==> config.mk <==
export PLATFORM = sky130hd
export DESIGN_NAME = char_stream_tokenizer_flat
export DESIGN_NICKNAME = d
export VERILOG_FILES = /design/src/cst_pkg.sv /design/src/cst_if.sv /design/src/cst_lexer.sv /design/src/cst_out_fifo.sv /design/src/char_stream_tokenizer.sv /design/src/flat_wrapper.sv
export SDC_FILE = /design/constraint.sdc
export NUM_CORES = 1
export LEC_CHECK = 0
export ABC_CLOCK_PERIOD_IN_PS = 4500
export BUFFER_PORTS_ARGS = -buffer_cell sky130_fd_sc_hd__buf_2
export CAP_MARGIN = 30
export CORE_MARGIN = 3
export CORE_UTILIZATION = 44
export CTS_BUF_LIST = sky130_fd_sc_hd__clkbuf_4 sky130_fd_sc_hd__clkbuf_8 sky130_fd_sc_hd__clkbuf_16
export DETAILED_ROUTE_END_ITERATION = 6
export HOLD_SLACK_MARGIN = 0.05
export PLACE_DENSITY = 0.57
export SETUP_SLACK_MARGIN = 0.15
export SKIP_LAST_GASP = 1
export SYNTH_ARGS = -nofsm -noshare
export SYNTH_HDL_FRONTEND = slang
export SYNTH_SLANG_ARGS = --single-unit
export TNS_END_PERCENT = 20
==> constraint.sdc <==
create_clock -name clk_i -period 4.5 [get_ports clk_i]
set_clock_uncertainty 0.15 [all_clocks]
set_input_delay 0.9 -clock clk_i [delete_from_list [all_inputs] [get_ports clk_i]]
set_output_delay 0.9 -clock clk_i [all_outputs]
set_load 0.01 [all_outputs]
==> src/cst_pkg.sv <==
// ----------------------------------------------------------------------------
// cst_pkg
// Shared types, codes and character classes for the character stream
// tokenizer.
// ----------------------------------------------------------------------------
package cst_pkg;

  // Scanner mode while walking through a token.
  typedef enum logic [1:0] {
    MODE_IDLE   = 2'd0,
    MODE_IDENT  = 2'd1,
    MODE_NUMBER = 2'd2
  } lex_mode_e;

  // Kind code carried with each result item.
  typedef enum logic [2:0] {
    KIND_KEYWORD  = 3'd0,
    KIND_IDENT    = 3'd1,
    KIND_OPERATOR = 3'd2,
    KIND_LITERAL  = 3'd3,
    KIND_END      = 3'd4,
    KIND_INVALID  = 3'd5
  } token_kind_e;

  // Keyword codes.
  localparam logic [1:0] KW_IF    = 2'd0;
  localparam logic [1:0] KW_ELSE  = 2'd1;
  localparam logic [1:0] KW_WHILE = 2'd2;
  localparam logic [1:0] KW_FOR   = 2'd3;
  localparam int unsigned KW_COUNT = 4;

  // Output field widths.
  localparam int unsigned OUT_START_W = 16;
  localparam int unsigned OUT_LEN_W   = 8;

  // Output queue depth and pointer width.
  localparam int unsigned FIFO_DEPTH = 4;
  localparam int unsigned FIFO_PTR_W = 2;

  localparam logic [7:0] CH_NUL        = 8'h00;
  localparam logic [7:0] CH_UNDERSCORE = 8'h5f;

  // One result item.
  typedef struct packed {
    token_kind_e            kind;
    logic [1:0]             kw_index;
    logic [OUT_START_W-1:0] start;
    logic [OUT_LEN_W-1:0]   length;
    logic                   trunc;
    logic [7:0]             op_char;
    logic                   last;
  } token_t;

  // Up to two result items produced by one character.
  typedef struct packed {
    logic [1:0] count;
    token_t     first;
    token_t     second;
  } token_pair_t;

  function automatic logic is_letter(logic [7:0] c);
    return ((c >= 8'h61) && (c <= 8'h7a)) || ((c >= 8'h41) && (c <= 8'h5a));
  endfunction

  function automatic logic is_digit(logic [7:0] c);
    return (c >= 8'h30) && (c <= 8'h39);
  endfunction

  function automatic logic is_space(logic [7:0] c);
    return (c == 8'h20) || ((c >= 8'h09) && (c <= 8'h0d));
  endfunction

  function automatic logic is_op(logic [7:0] c);
    return (c == 8'h2b) || (c == 8'h2d) || (c == 8'h2a) || (c == 8'h2f) ||
           (c == 8'h3d) || (c == 8'h3c) || (c == 8'h3e);
  endfunction

  // Length of each keyword.
  function automatic logic [2:0] kw_len(logic [1:0] k);
    logic [2:0] len;
    case (k)
      KW_IF:    len = 3'd2;
      KW_ELSE:  len = 3'd4;
      KW_WHILE: len = 3'd5;
      KW_FOR:   len = 3'd3;
      default:  len = 3'd0;
    endcase
    return len;
  endfunction

  // Character i of keyword k; zero past its end.
  function automatic logic [7:0] kw_char(logic [1:0] k, logic [2:0] i);
    logic [39:0] text;
    logic [7:0]  c;
    case (k)
      KW_IF:    text = {8'h00, 8'h00, 8'h00, 8'h66, 8'h69};
      KW_ELSE:  text = {8'h00, 8'h65, 8'h73, 8'h6c, 8'h65};
      KW_WHILE: text = {8'h65, 8'h6c, 8'h69, 8'h68, 8'h77};
      KW_FOR:   text = {8'h00, 8'h00, 8'h72, 8'h6f, 8'h66};
      default:  text = '0;
    endcase
    case (i)
      3'd0:    c = text[7:0];
      3'd1:    c = text[15:8];
      3'd2:    c = text[23:16];
      3'd3:    c = text[31:24];
      3'd4:    c = text[39:32];
      default: c = 8'h00;
    endcase
    return c;
  endfunction

endpackage

==> src/cst_if.sv <==
// ----------------------------------------------------------------------------
// cst_char_if / cst_token_if
// Valid/ready channels for input characters and result items.
// ----------------------------------------------------------------------------
interface cst_char_if;
  logic       valid;
  logic       ready;
  logic [7:0] ch;

  modport source (output valid, output ch, input ready);
  modport sink (input valid, input ch, output ready);
endinterface

interface cst_token_if;
  logic        valid;
  logic        ready;
  logic [2:0]  token_kind;
  logic [1:0]  keyword_index;
  logic [15:0] token_start;
  logic [7:0]  token_length;
  logic        truncated;
  logic [7:0]  operator_char;
  logic        last;

  modport source (
    output valid, output token_kind, output keyword_index, output token_start,
    output token_length, output truncated, output operator_char, output last,
    input ready
  );
  modport sink (
    input valid, input token_kind, input keyword_index, input token_start,
    input token_length, input truncated, input operator_char, input last,
    output ready
  );
endinterface

==> src/cst_lexer.sv <==
// ----------------------------------------------------------------------------
// cst_lexer
// Scanner state and the combinational character classification that turns one
// accepted character into zero, one or two result items.
// ----------------------------------------------------------------------------
module cst_lexer import cst_pkg::*; #(
  parameter int unsigned MAX_TOKEN     = 128,
  parameter int unsigned POSITION_BITS = 16
) (
  input  logic        clk_i,
  input  logic        rst_ni,
  input  logic        accept_i,
  input  logic [7:0]  ch_i,
  output token_pair_t res_o
);

  localparam int unsigned LEN_W = $clog2(MAX_TOKEN + 1);

  lex_mode_e                mode_q, mode_d;
  logic [LEN_W-1:0]         run_q, run_d;
  logic                     ovf_q, ovf_d;
  logic [POSITION_BITS-1:0] start_q, start_d;
  logic [POSITION_BITS-1:0] pos_q, pos_d;
  logic [KW_COUNT-1:0]      match_q, match_d;

  logic   c_letter, c_digit, c_space, c_op, ident_ch;
  logic   extend, finish, idle_res;
  token_t fin_tok, idle_tok;
  logic   kw_hit;
  logic [1:0] kw_idx;
  logic [KW_COUNT-1:0] begin_match;
  logic [POSITION_BITS-1:0] pos_inc;

  assign c_letter = is_letter(ch_i);
  assign c_digit  = is_digit(ch_i);
  assign c_space  = is_space(ch_i);
  assign c_op     = is_op(ch_i);
  assign ident_ch = c_letter || c_digit || (ch_i == CH_UNDERSCORE);
  assign pos_inc  = pos_q + POSITION_BITS'(1);

  // A running token either absorbs this character or is closed by it.
  assign extend = ((mode_q == MODE_IDENT) && ident_ch) ||
                  ((mode_q == MODE_NUMBER) && c_digit);
  assign finish = ((mode_q == MODE_IDENT) || (mode_q == MODE_NUMBER)) && !extend;

  // Keyword decision for the token being closed.
  always_comb begin
    kw_hit = 1'b0;
    kw_idx = KW_IF;
    for (int k = 0; k < KW_COUNT; k++) begin
      if (match_q[k] && !ovf_q && (run_q == LEN_W'(kw_len(2'(k))))) begin
        kw_hit = 1'b1;
        kw_idx = 2'(k);
      end
    end
  end

  // Keywords whose first letter matches a new identifier.
  always_comb begin
    for (int k = 0; k < KW_COUNT; k++) begin
      begin_match[k] = (kw_char(2'(k), 3'd0) == ch_i);
    end
  end

  // Result item for the closed token.
  always_comb begin
    fin_tok          = '0;
    fin_tok.kind     = KIND_LITERAL;
    if (mode_q == MODE_IDENT) begin
      fin_tok.kind = kw_hit ? KIND_KEYWORD : KIND_IDENT;
      fin_tok.kw_index = kw_hit ? kw_idx : KW_IF;
    end
    fin_tok.start  = OUT_START_W'(start_q);
    fin_tok.length = OUT_LEN_W'(run_q);
    fin_tok.trunc  = ovf_q;
  end

  // Result item from handling the character in the idle state.
  always_comb begin
    idle_res       = 1'b0;
    idle_tok       = '0;
    idle_tok.kind  = KIND_INVALID;
    idle_tok.start = OUT_START_W'(pos_q);
    if (c_space || c_letter || c_digit) begin
      idle_res = 1'b0;
    end else if (ch_i == CH_NUL) begin
      idle_res      = 1'b1;
      idle_tok.kind = KIND_END;
    end else if (c_op) begin
      idle_res         = 1'b1;
      idle_tok.kind    = KIND_OPERATOR;
      idle_tok.length  = OUT_LEN_W'(1);
      idle_tok.op_char = ch_i;
    end else begin
      idle_res        = 1'b1;
      idle_tok.length = OUT_LEN_W'(1);
    end
  end

  // Pack the results in order and mark the final one. A character that
  // extends the running token is never handled in the idle state.
  always_comb begin
    res_o.count  = 2'(finish) + 2'(idle_res && !extend);
    res_o.first  = finish ? fin_tok : idle_tok;
    res_o.second = idle_tok;
    res_o.first.last  = (res_o.count == 2'd1);
    res_o.second.last = 1'b1;
  end

  // Next scanner state.
  always_comb begin
    mode_d  = mode_q;
    run_d   = run_q;
    ovf_d   = ovf_q;
    start_d = start_q;
    pos_d   = pos_q;
    match_d = match_q;
    if (extend) begin
      if (mode_q == MODE_IDENT) begin
        for (int k = 0; k < KW_COUNT; k++) begin
          if ((run_q >= LEN_W'(kw_len(2'(k)))) ||
              (kw_char(2'(k), run_q[2:0]) != ch_i)) begin
            match_d[k] = 1'b0;
          end
        end
      end
      if (run_q >= LEN_W'(MAX_TOKEN)) begin
        ovf_d = 1'b1;
      end else begin
        run_d = run_q + LEN_W'(1);
      end
      pos_d = pos_inc;
    end else begin
      mode_d = MODE_IDLE;
      if (finish) begin
        run_d   = '0;
        ovf_d   = 1'b0;
        match_d = '1;
      end
      if (c_space || c_op) begin
        pos_d = pos_inc;
      end else if (c_letter || c_digit) begin
        mode_d  = c_letter ? MODE_IDENT : MODE_NUMBER;
        run_d   = LEN_W'(1);
        ovf_d   = 1'b0;
        start_d = pos_q;
        match_d = c_letter ? begin_match : '0;
        pos_d   = pos_inc;
      end else begin
        // End of input and invalid characters restart the position count.
        pos_d = '0;
      end
    end
  end

  // State registers.
  always_ff @(posedge clk_i or negedge rst_ni) begin
    if (!rst_ni) begin
      mode_q  <= MODE_IDLE;
      run_q   <= '0;
      ovf_q   <= 1'b0;
      start_q <= '0;
      pos_q   <= '0;
      match_q <= '1;
    end else if (accept_i) begin
      mode_q  <= mode_d;
      run_q   <= run_d;
      ovf_q   <= ovf_d;
      start_q <= start_d;
      pos_q   <= pos_d;
      match_q <= match_d;
    end
  end

  // Two results only come from a closed identifier or number.
  a_pair_closes_token: assert property (@(posedge clk_i) disable iff (!rst_ni)
    (accept_i && (res_o.count == 2'd2)) |->
      ((res_o.first.kind == KIND_IDENT) || (res_o.first.kind == KIND_KEYWORD) ||
       (res_o.first.kind == KIND_LITERAL)))
    else $error("two results without a closed token");

  // A token in progress always has at least one character.
  a_active_has_length: assert property (@(posedge clk_i) disable iff (!rst_ni)
    (mode_q != MODE_IDLE) |-> (run_q != '0))
    else $error("token in progress with zero length");

endmodule

==> src/cst_out_fifo.sv <==
// ----------------------------------------------------------------------------
// cst_out_fifo
// Four-entry result queue: takes up to two items per cycle, hands out one.
// ----------------------------------------------------------------------------
module cst_out_fifo import cst_pkg::*; (
  input  logic        clk_i,
  input  logic        rst_ni,
  input  token_pair_t push_i,
  input  logic        pop_i,
  output logic        ready_o,
  output logic        valid_o,
  output token_t      head_o
);

  token_t                mem_q [FIFO_DEPTH];
  logic [FIFO_PTR_W-1:0] wr_q, wr_d, rd_q, rd_d;
  logic [FIFO_PTR_W:0]   count_q, count_d;
  logic                  do_pop;
  logic [FIFO_PTR_W-1:0] wr_next;

  // Room for a full pair is required before a character is taken.
  assign ready_o = (count_q <= (FIFO_PTR_W + 1)'(FIFO_DEPTH - 2));
  assign valid_o = (count_q != '0);
  assign head_o  = mem_q[rd_q];
  assign do_pop  = valid_o && pop_i;
  assign wr_next = wr_q + FIFO_PTR_W'(1);

  // Pointer and fill count updates.
  always_comb begin
    wr_d    = wr_q + FIFO_PTR_W'(push_i.count);
    rd_d    = do_pop ? rd_q + FIFO_PTR_W'(1) : rd_q;
    count_d = count_q + (FIFO_PTR_W + 1)'(push_i.count) - (FIFO_PTR_W + 1)'(do_pop);
  end

  always_ff @(posedge clk_i or negedge rst_ni) begin
    if (!rst_ni) begin
      wr_q    <= '0;
      rd_q    <= '0;
      count_q <= '0;
    end else begin
      wr_q    <= wr_d;
      rd_q    <= rd_d;
      count_q <= count_d;
    end
  end

  // Queue storage.
  always_ff @(posedge clk_i) begin
    if (push_i.count != 2'd0) begin
      mem_q[wr_q] <= push_i.first;
    end
    if (push_i.count == 2'd2) begin
      mem_q[wr_next] <= push_i.second;
    end
  end

  a_count_bound: assert property (@(posedge clk_i) disable iff (!rst_ni)
    count_q <= (FIFO_PTR_W + 1)'(FIFO_DEPTH))
    else $error("result queue overfilled");

  a_pair_has_room: assert property (@(posedge clk_i) disable iff (!rst_ni)
    (push_i.count != 2'd0) |-> ready_o)
    else $error("results pushed without room");

endmodule

==> src/char_stream_tokenizer.sv <==
// ----------------------------------------------------------------------------
// char_stream_tokenizer
// Character stream tokenizer: keywords, identifiers, numbers, operators.
// ----------------------------------------------------------------------------
// Usage:
//   in_i carries one character per item; a NUL character marks end of input.
//   out_o carries result items: kind, keyword index, start position, length,
//   truncation flag, operator character and a last flag on the final result
//   that a character caused.
//   A character is scanned in the cycle it is accepted; its results enter a
//   four-entry output queue and reach out_o behind any earlier results, from the
//   next cycle on, one result per cycle while the receiver is ready.
//   One character can be taken every cycle while the queue has room for two
//   results; a character that closes a token and also gives a result of its
//   own produces two items, so a long run of those drains at one result per
//   cycle and input is taken at that pace.
//   When the receiver stalls, queued results hold and in_i.ready drops once
//   fewer than two queue entries are free.
//   Reset puts the scanner idle at position 0 and empties the queue.
// ----------------------------------------------------------------------------
module char_stream_tokenizer import cst_pkg::*; #(
  parameter int unsigned MAX_TOKEN     = 128,
  parameter int unsigned POSITION_BITS = 16
) (
  input  logic        clk_i,
  input  logic        rst_ni,
  cst_char_if.sink    in_i,
  cst_token_if.source out_o
);

  logic        accept;
  logic        fifo_ready;
  token_pair_t results;
  token_t      head;

  assign in_i.ready = fifo_ready;
  assign accept     = in_i.valid && fifo_ready;

  // Scanner.
  cst_lexer #(
    .MAX_TOKEN     (MAX_TOKEN),
    .POSITION_BITS (POSITION_BITS)
  ) u_lexer (
    .clk_i    (clk_i),
    .rst_ni   (rst_ni),
    .accept_i (accept),
    .ch_i     (in_i.ch),
    .res_o    (results)
  );

  // Result queue; nothing is pushed unless a character is accepted.
  token_pair_t push;
  always_comb begin
    push       = results;
    push.count = accept ? results.count : 2'd0;
  end

  cst_out_fifo u_out_fifo (
    .clk_i   (clk_i),
    .rst_ni  (rst_ni),
    .push_i  (push),
    .pop_i   (out_o.ready),
    .ready_o (fifo_ready),
    .valid_o (out_o.valid),
    .head_o  (head)
  );

  // Output fields.
  assign out_o.token_kind    = head.kind;
  assign out_o.keyword_index = head.kw_index;
  assign out_o.token_start   = head.start;
  assign out_o.token_length  = head.length;
  assign out_o.truncated     = head.trunc;
  assign out_o.operator_char = head.op_char;
  assign out_o.last          = head.last;

endmodule
==> src/flat_wrapper.sv <==
// flat-port wrapper written by rule: the top's interface ports become plain ports
module char_stream_tokenizer_flat import cst_pkg::*;
#(
  parameter int unsigned MAX_TOKEN     = 128,
  parameter int unsigned POSITION_BITS = 16
)
  (clk_i, rst_ni, in_i_valid, in_i_ch, in_i_ready, out_o_valid, out_o_token_kind, out_o_keyword_index, out_o_token_start, out_o_token_length, out_o_truncated, out_o_operator_char, out_o_last, out_o_ready);
  cst_char_if in_i_i ();
  cst_token_if out_o_i ();
  input  logic clk_i;
  input  logic rst_ni;
  input wire logic [$bits(in_i_i.valid)-1:0] in_i_valid;
  input wire logic [$bits(in_i_i.ch)-1:0] in_i_ch;
  output wire logic [$bits(in_i_i.ready)-1:0] in_i_ready;
  output wire logic [$bits(out_o_i.valid)-1:0] out_o_valid;
  output wire logic [$bits(out_o_i.token_kind)-1:0] out_o_token_kind;
  output wire logic [$bits(out_o_i.keyword_index)-1:0] out_o_keyword_index;
  output wire logic [$bits(out_o_i.token_start)-1:0] out_o_token_start;
  output wire logic [$bits(out_o_i.token_length)-1:0] out_o_token_length;
  output wire logic [$bits(out_o_i.truncated)-1:0] out_o_truncated;
  output wire logic [$bits(out_o_i.operator_char)-1:0] out_o_operator_char;
  output wire logic [$bits(out_o_i.last)-1:0] out_o_last;
  input wire logic [$bits(out_o_i.ready)-1:0] out_o_ready;
  assign in_i_i.valid = in_i_valid;
  assign in_i_i.ch = in_i_ch;
  assign in_i_ready = in_i_i.ready;
  assign out_o_valid = out_o_i.valid;
  assign out_o_token_kind = out_o_i.token_kind;
  assign out_o_keyword_index = out_o_i.keyword_index;
  assign out_o_token_start = out_o_i.token_start;
  assign out_o_token_length = out_o_i.token_length;
  assign out_o_truncated = out_o_i.truncated;
  assign out_o_operator_char = out_o_i.operator_char;
  assign out_o_last = out_o_i.last;
  assign out_o_i.ready = out_o_ready;
  char_stream_tokenizer #(.MAX_TOKEN(MAX_TOKEN), .POSITION_BITS(POSITION_BITS)) u_core (.clk_i(clk_i), .rst_ni(rst_ni), .in_i(in_i_i), .out_o(out_o_i));
endmodule
* Word-level counts from Yosys, hierarchy flattened *
Memory sizes are Yosys's and may differ from the RTL's.
Index checks and enable logic that the tools add are counted.

storage, ports and cells
  register bits after elaboration = 54
  memory bits (writable) = 156
  input port bits = 12
  output and inout port bits = 41
  logic and storage cells = 196
  memories kept = 1

operators by class
  $add $sub $neg = 8
  $lt $le $gt $ge = 14
  equal/unequal tests = 36
  muxes and demuxes = 71
  bitwise logic cells = 2
  reduce and logical (&&, ||, !) cells = 52

memories
  name                     words  bits a word  read ports  clocked after memory_dff  wr ports  RTL line            RTL
  u_core.u_out_fifo.mem_q  4      39           1           0                         2         cst_out_fifo.sv:15  token_t mem_q [FIFO_DEPTH];

operators by type and width
  kind                                                                                 count
  8-bit 2-to-1 mux                                                                     16
  8-bit by 6-bit equality test with 1-bit output, second input constant                8
  16-bit 2-to-1 mux                                                                    3
  7-bit case mux with 3 select lines                                                   2
  39-bit 2-to-1 mux                                                                    1
  7-bit case mux with 5 select lines                                                   1
  3-bit 2-to-1 mux                                                                     11
  7-bit by 8-bit equality test with 1-bit output, first input constant                 4
  8-bit by 3-bit greater-or-equal comparator with 1-bit output                         4
  8-bit != test                                                                        4
  4-bit 2-to-1 mux                                                                     7
  1-bit 2-to-1 mux                                                                     22
  1-bit logical OR                                                                     19
  1-bit logical AND                                                                    18
  16-bit by 1-bit adder with 16-bit output, second input constant                      1
  8-bit by 2-bit equality test with 1-bit output, second input constant                2
  8-bit by 3-bit equality test with 1-bit output, second input constant                2
  8-bit by 7-bit greater-or-equal comparator with 1-bit output, second input constant  2
  8-bit by 7-bit <= comparator with 1-bit output, second input constant                2
  2-bit 2-to-1 mux                                                                     7
  7-bit case mux with 2 select lines                                                   1
  2-bit by 1-bit != test with 1-bit output, second input constant                      6
  3-bit AND reduction                                                                  4
  8-bit by 1-bit adder with 8-bit output, second input constant                        1
  other kinds (27)                                                                     35

* Logic depth before layout (Yosys ltp) *
  depth in word-level cells = 14
  gate-level depth with buffers = 17
  mapped depth without buffers = 16

* Cells and area by module *
From an unflattened synthesis, not the netlist that was laid out.

unflattened totals
  cell total of the unflattened synthesis = 860
  area, all modules = 11,725.0 um2

modules (own cells, without submodules)
  module                 instances  cells an instance  area an instance (um2)  seq. area each (um2)
  cst_out_fifo           1          417                7,971.4                 4,859.7
  cst_lexer              1          440                3,734.8                 1,181.1
  char_stream_tokenizer  1          3                  18.8                    0.0

* Worst setup path after synthesis *
Ideal clock, no wire load.

  path kind = input to register
  start point = input in_i_ch[3]
  end point = memory u_core.u_out_fifo.mem_q[0][1] (netlist name) (data pin)
  setup time = 0.261 ns
  arrival = 4.285 ns
  path slack = -0.196 ns
  stages = 14
  buffers on the path = 3
  cells stage by stage = buf_4 > nor4_4 > a221oi_4 > or4_4 > nor2_1 > ha_1 > or2_2 > clkbuf_1 > nand3_1 > and2_1 > clkbuf_1 > inv_1 > nand2_1 > nor2_1

RTL lines
  element      RTL line            RTL
  from (decl)  flat_wrapper.sv:13  input wire logic [$bits(in_i_i.ch)-1:0] in_i_ch;
  to (decl)    cst_out_fifo.sv:15

==> impl_metrics.yaml <==
timing:
  rsz0062_at_grt: "no"
  post-route-min-period_ns: 3.890
  final.period_utilization_pct: 86.45
  timing_max_transition_violations_final: 0
  setup_slack_ns: 0.6099
  max_clock_freq_ghz: 0.2571
  setup_tns_ns: 0
  hold_vio_cnt_final: 0
  maxSlewHeadroom_pct: 30.08
  setup_viol: 0
  tightest_slew_ns: 1.048
placement:
  placed_cells: 1197
  dp_hpwl_um: 17650
  io_buffers: 52
  gp_congestion: 0.8183
  place_worst_setup_slack_ns: 0.1319
global_routing:
  grt_max_degree: 39
  antenna_violations_before_repair: 0
  grt_pass1_wl_um: 42470
  number_of_global_route_vias_before_repair: 7757
  all_layer_global_routing_usage_pct: 20.68
  grt_remaining_overflow: 0
floorplanning:
  die_w_um: 159.2
  initial_utilization_pct: 45.20
  area_of_the_placeable_core_mm2: 0.02285
  io_pins: 53
  std_cell_rows: 55
  fp.dieArea_mm2: 0.02535
  die_height_um: 159.2
final_layout:
  commonest_cells_after_routing_fill_and_taps_aside: "112 x edfxtp_1, 105 x a22o_1, 78 x nor2_1"
  antenna_cells_inserted: 0
  fill_cells: 2019
  finalCoreUtilization_pct: 52.26
  mostFrequentLayoutCell: "edfxtp_1"
  instances_no_fill: 1240
  post_route_cells_drive_above_1_share_pct: 24.81
  nets_finish: 936
  areaGrowthSynthToFinish_pct: 15.62
yosys:
  synth-async-reset-ratio_pct: 25.71
  total_of_flip_flops_plus_latches_after_synthesis: 210
  syn_avg_cell_area_um2: 12.16
  synthesis.instances: 849
  synth_flop_cell: "edfxtp_1"
  yosysSeqAreaShare_pct: 54.23
  synth_edf_count: 112
  cell_area_synth_mm2: 0.01033
  yosys_warnings: 0
  synth_cell_types: 77
power_and_ir_drop:
  peakVddDrop_v: 0.0003201
  power.density_cell_area_mw_per_mm2: 547.4
  design_power_total_uw: 6536
  power.leakage_uw: 0.004536
clocking:
  clk_pin_slew_worst_paths_ns: 0.06
  count_of_cells_resized_by_post_cts_repair: 0
  cts_tree: "built"
  cts_inserted_buffers: 23
  cts_hold_buffers: 0
  clk_latency_ns: 0.50
  postCtsSetupRepairBufs: 0
  clkSinkCount: 210
  max-clock-path-buffers: 3
  cts_root_buffer: "clkbuf_16"
  number_of_levels_in_the_clock_h_tree: 1
routing:
  detail_route.wirelength_um: 26310
  detail_route.vias_per_cell: 5.948
  ant_nets: 0
  drt_iter0_drc: 495
  detail_route.wl_per_cell_um: 21.21
  detailroute.via_count: 7376
  first_pass_iters: 5
  remaining_drcs: 0
setup_path:
  cp.arrival_ns: 4.10
  reg2reg_from: "u_core.u_lexer.mode_q[1]"
  worstPathCellList: "buf_2 > nor4_4 > a221oi_4 > or4_4 > nor2_1 > ha_1 > or2_4 > nand4_1 > buf_4 > o21ai_2 > a22o_1"
  maximum_fanout_along_the_worst_path: 18
  timing.critical_path.from_type: "input pin"
  worstSetupEndpointType: "register"
  timing.reg2reg.worst_path_depth: 13
  critical_path_required_ns: 4.71
  critical_path.n_buffers_inverters: 2
  critPathMaxStageDelay_ns: 0.78
  crit_path_top_delay_cell: "o21ai_2"
  worst_setup_slack_for_register_to_register_paths_ns: 0.88
  timing.critical_path.max_delay_family: "simple AND/OR/NAND/NOR gates"
  crit_type: "in2reg"
  crit-reg2reg-capture: "u_core.u_out_fifo.mem_q[3][24]"
outcome:
  outcome: "finished clean"
worst_hold_path:
  hp-class: "in2async"
run:
  drv_cap: 0
==> cells in the mapped netlist, types with 3 or more instances <==
cell type  number  area [um2]
dfstp_2         4       105.1
nand3b_1        3       22.52
buf_1          11       41.29
o21ai_0        31       155.2
xor2_1          8       70.07
mux2_2         16       180.2
nand2_1        50       187.7
o22ai_1         9       56.30
and4_1          3       26.28
dfxtp_1        44       880.8
edfxtp_1      112        3363
or3_1           5       31.28
buf_4           4       30.03
nand2b_1        6       37.54
nor2_1         82       307.8
nor3_1         11       55.05
a21o_1          7       52.55
nand3_1        24       120.1
or4_1           4       30.03
a22o_1        105       919.6
and3_1          5       31.28
buf_2          18       90.09
xnor2_1        13       113.9
a211oi_1        3       22.52
o21ai_2         4       35.03
nor2b_1         4       25.02
and2_1         10       62.56
nand4_1        12       75.07
o211ai_1        4       30.03
clkbuf_1       37       138.9
ha_1           13       162.7
dfrtp_1        50        1251
o31ai_1         6       45.04
o31a_1          3       26.28
inv_1          21       78.83
a21oi_1        16       80.08
mux4_2         39       878.3
==> worst max-delay path by stage <==
stage	from	to	slack [ns]	cells past startpoint
after global routing	in_i_ch[2]	u_core.u_out_fifo.mem_q[3][26]	0.45	11
after global placement	in_i_ch[2]	u_core.u_out_fifo.mem_q[0][27]	0.19	11
after detailed placement	in_i_ch[2]	u_core.u_out_fifo.mem_q[3][15]	0.13	11
after CTS	in_i_ch[2]	u_core.u_out_fifo.mem_q[3][15]	0.65	11
after floorplan	in_i_ch[2]	u_core.u_out_fifo.mem_q[2][37]	-0.11	14
final	in_i_ch[2]	u_core.u_out_fifo.mem_q[3][24]	0.61	11
==> report_power, final <==
group          internal, uW  switching, uW
Combinational           888           1130
Clock                  1190            742
Sequential             2300            291
Total                  4370           2160
==> through the flow <==
stage / cell area, um2 / hold WS, ns
floorplan: 10400 / 0.2698
global placement: 11100 / 0.2840
detailed placement: 11130 / 0.2981
CTS: 11920 / 0.3137
global route: 11940 / 0.1293
finish: 11940 / 0.1296
==> registers in the layout (all words and copies together), names as in the netlist <==
signal                     cells
u_core.u_out_fifo.mem_q      156
u_core.u_lexer.pos_q          16
u_core.u_lexer.start_q        16
u_core.u_lexer.run_q           8
u_core.u_lexer.match_q         4
u_core.u_out_fifo.count_q      3
u_core.u_lexer.mode_q          2
u_core.u_out_fifo.rd_q         2
u_core.u_out_fifo.wr_q         2
u_core.u_lexer.ovf_q           1
==> per-layer routing <==
layer  up-vias  track usage, %  routed length [um]
met2       232           35.17               12790
met3        31           3.018                1586
met4         0           4.497                 374
met1      3742           28.43               11550
met5         -               0                   0
li1       3371               -                   -
==> cell type report <==
cell class / count / area, um2 / area share (%)
sequential: 210 / 5603 / 46.92
tap: 313 / 391.6 / 3.280
multi-input combinational: 552 / 4375 / 36.64
clock inverter: 7 / 95.09 / 0.7964
inverter: 23 / 96.34 / 0.8069
timing repair buffer: 100 / 681.9 / 5.711
clock buffer: 35 / 696.9 / 5.837
==> cells by family (layout without fill, tap and decap cells) <==
group	count (synthesis)	after routing	share of synthesized area (%)
xor gates and xnor gates	21	21	1.781
buffers and inverters	94	165	3.877
muxes	56	56	10.35
other	1	8	0.03631
adders and majority gates	14	14	1.769
DFF	210	210	54.23
and+or+nand+nor	235	235	11.38
AOI/OAI and AO/OA	218	218	16.59
==> worst register-to-register path: stages (launching register included) <==
cell	delay (ns)
dfrtp_1	0.40
inv_1	0.07
ha_1	0.16
buf_4	0.16
nand3b_1	0.09
a221o_1	0.33
o211ai_2	0.11
nor2_1	0.06
ha_1	0.38
or2_4	0.17
nand4_1	0.15
buf_4	0.21
o21ai_2	0.78
a22o_1	0.27
(Power assumes the default switching activity.)
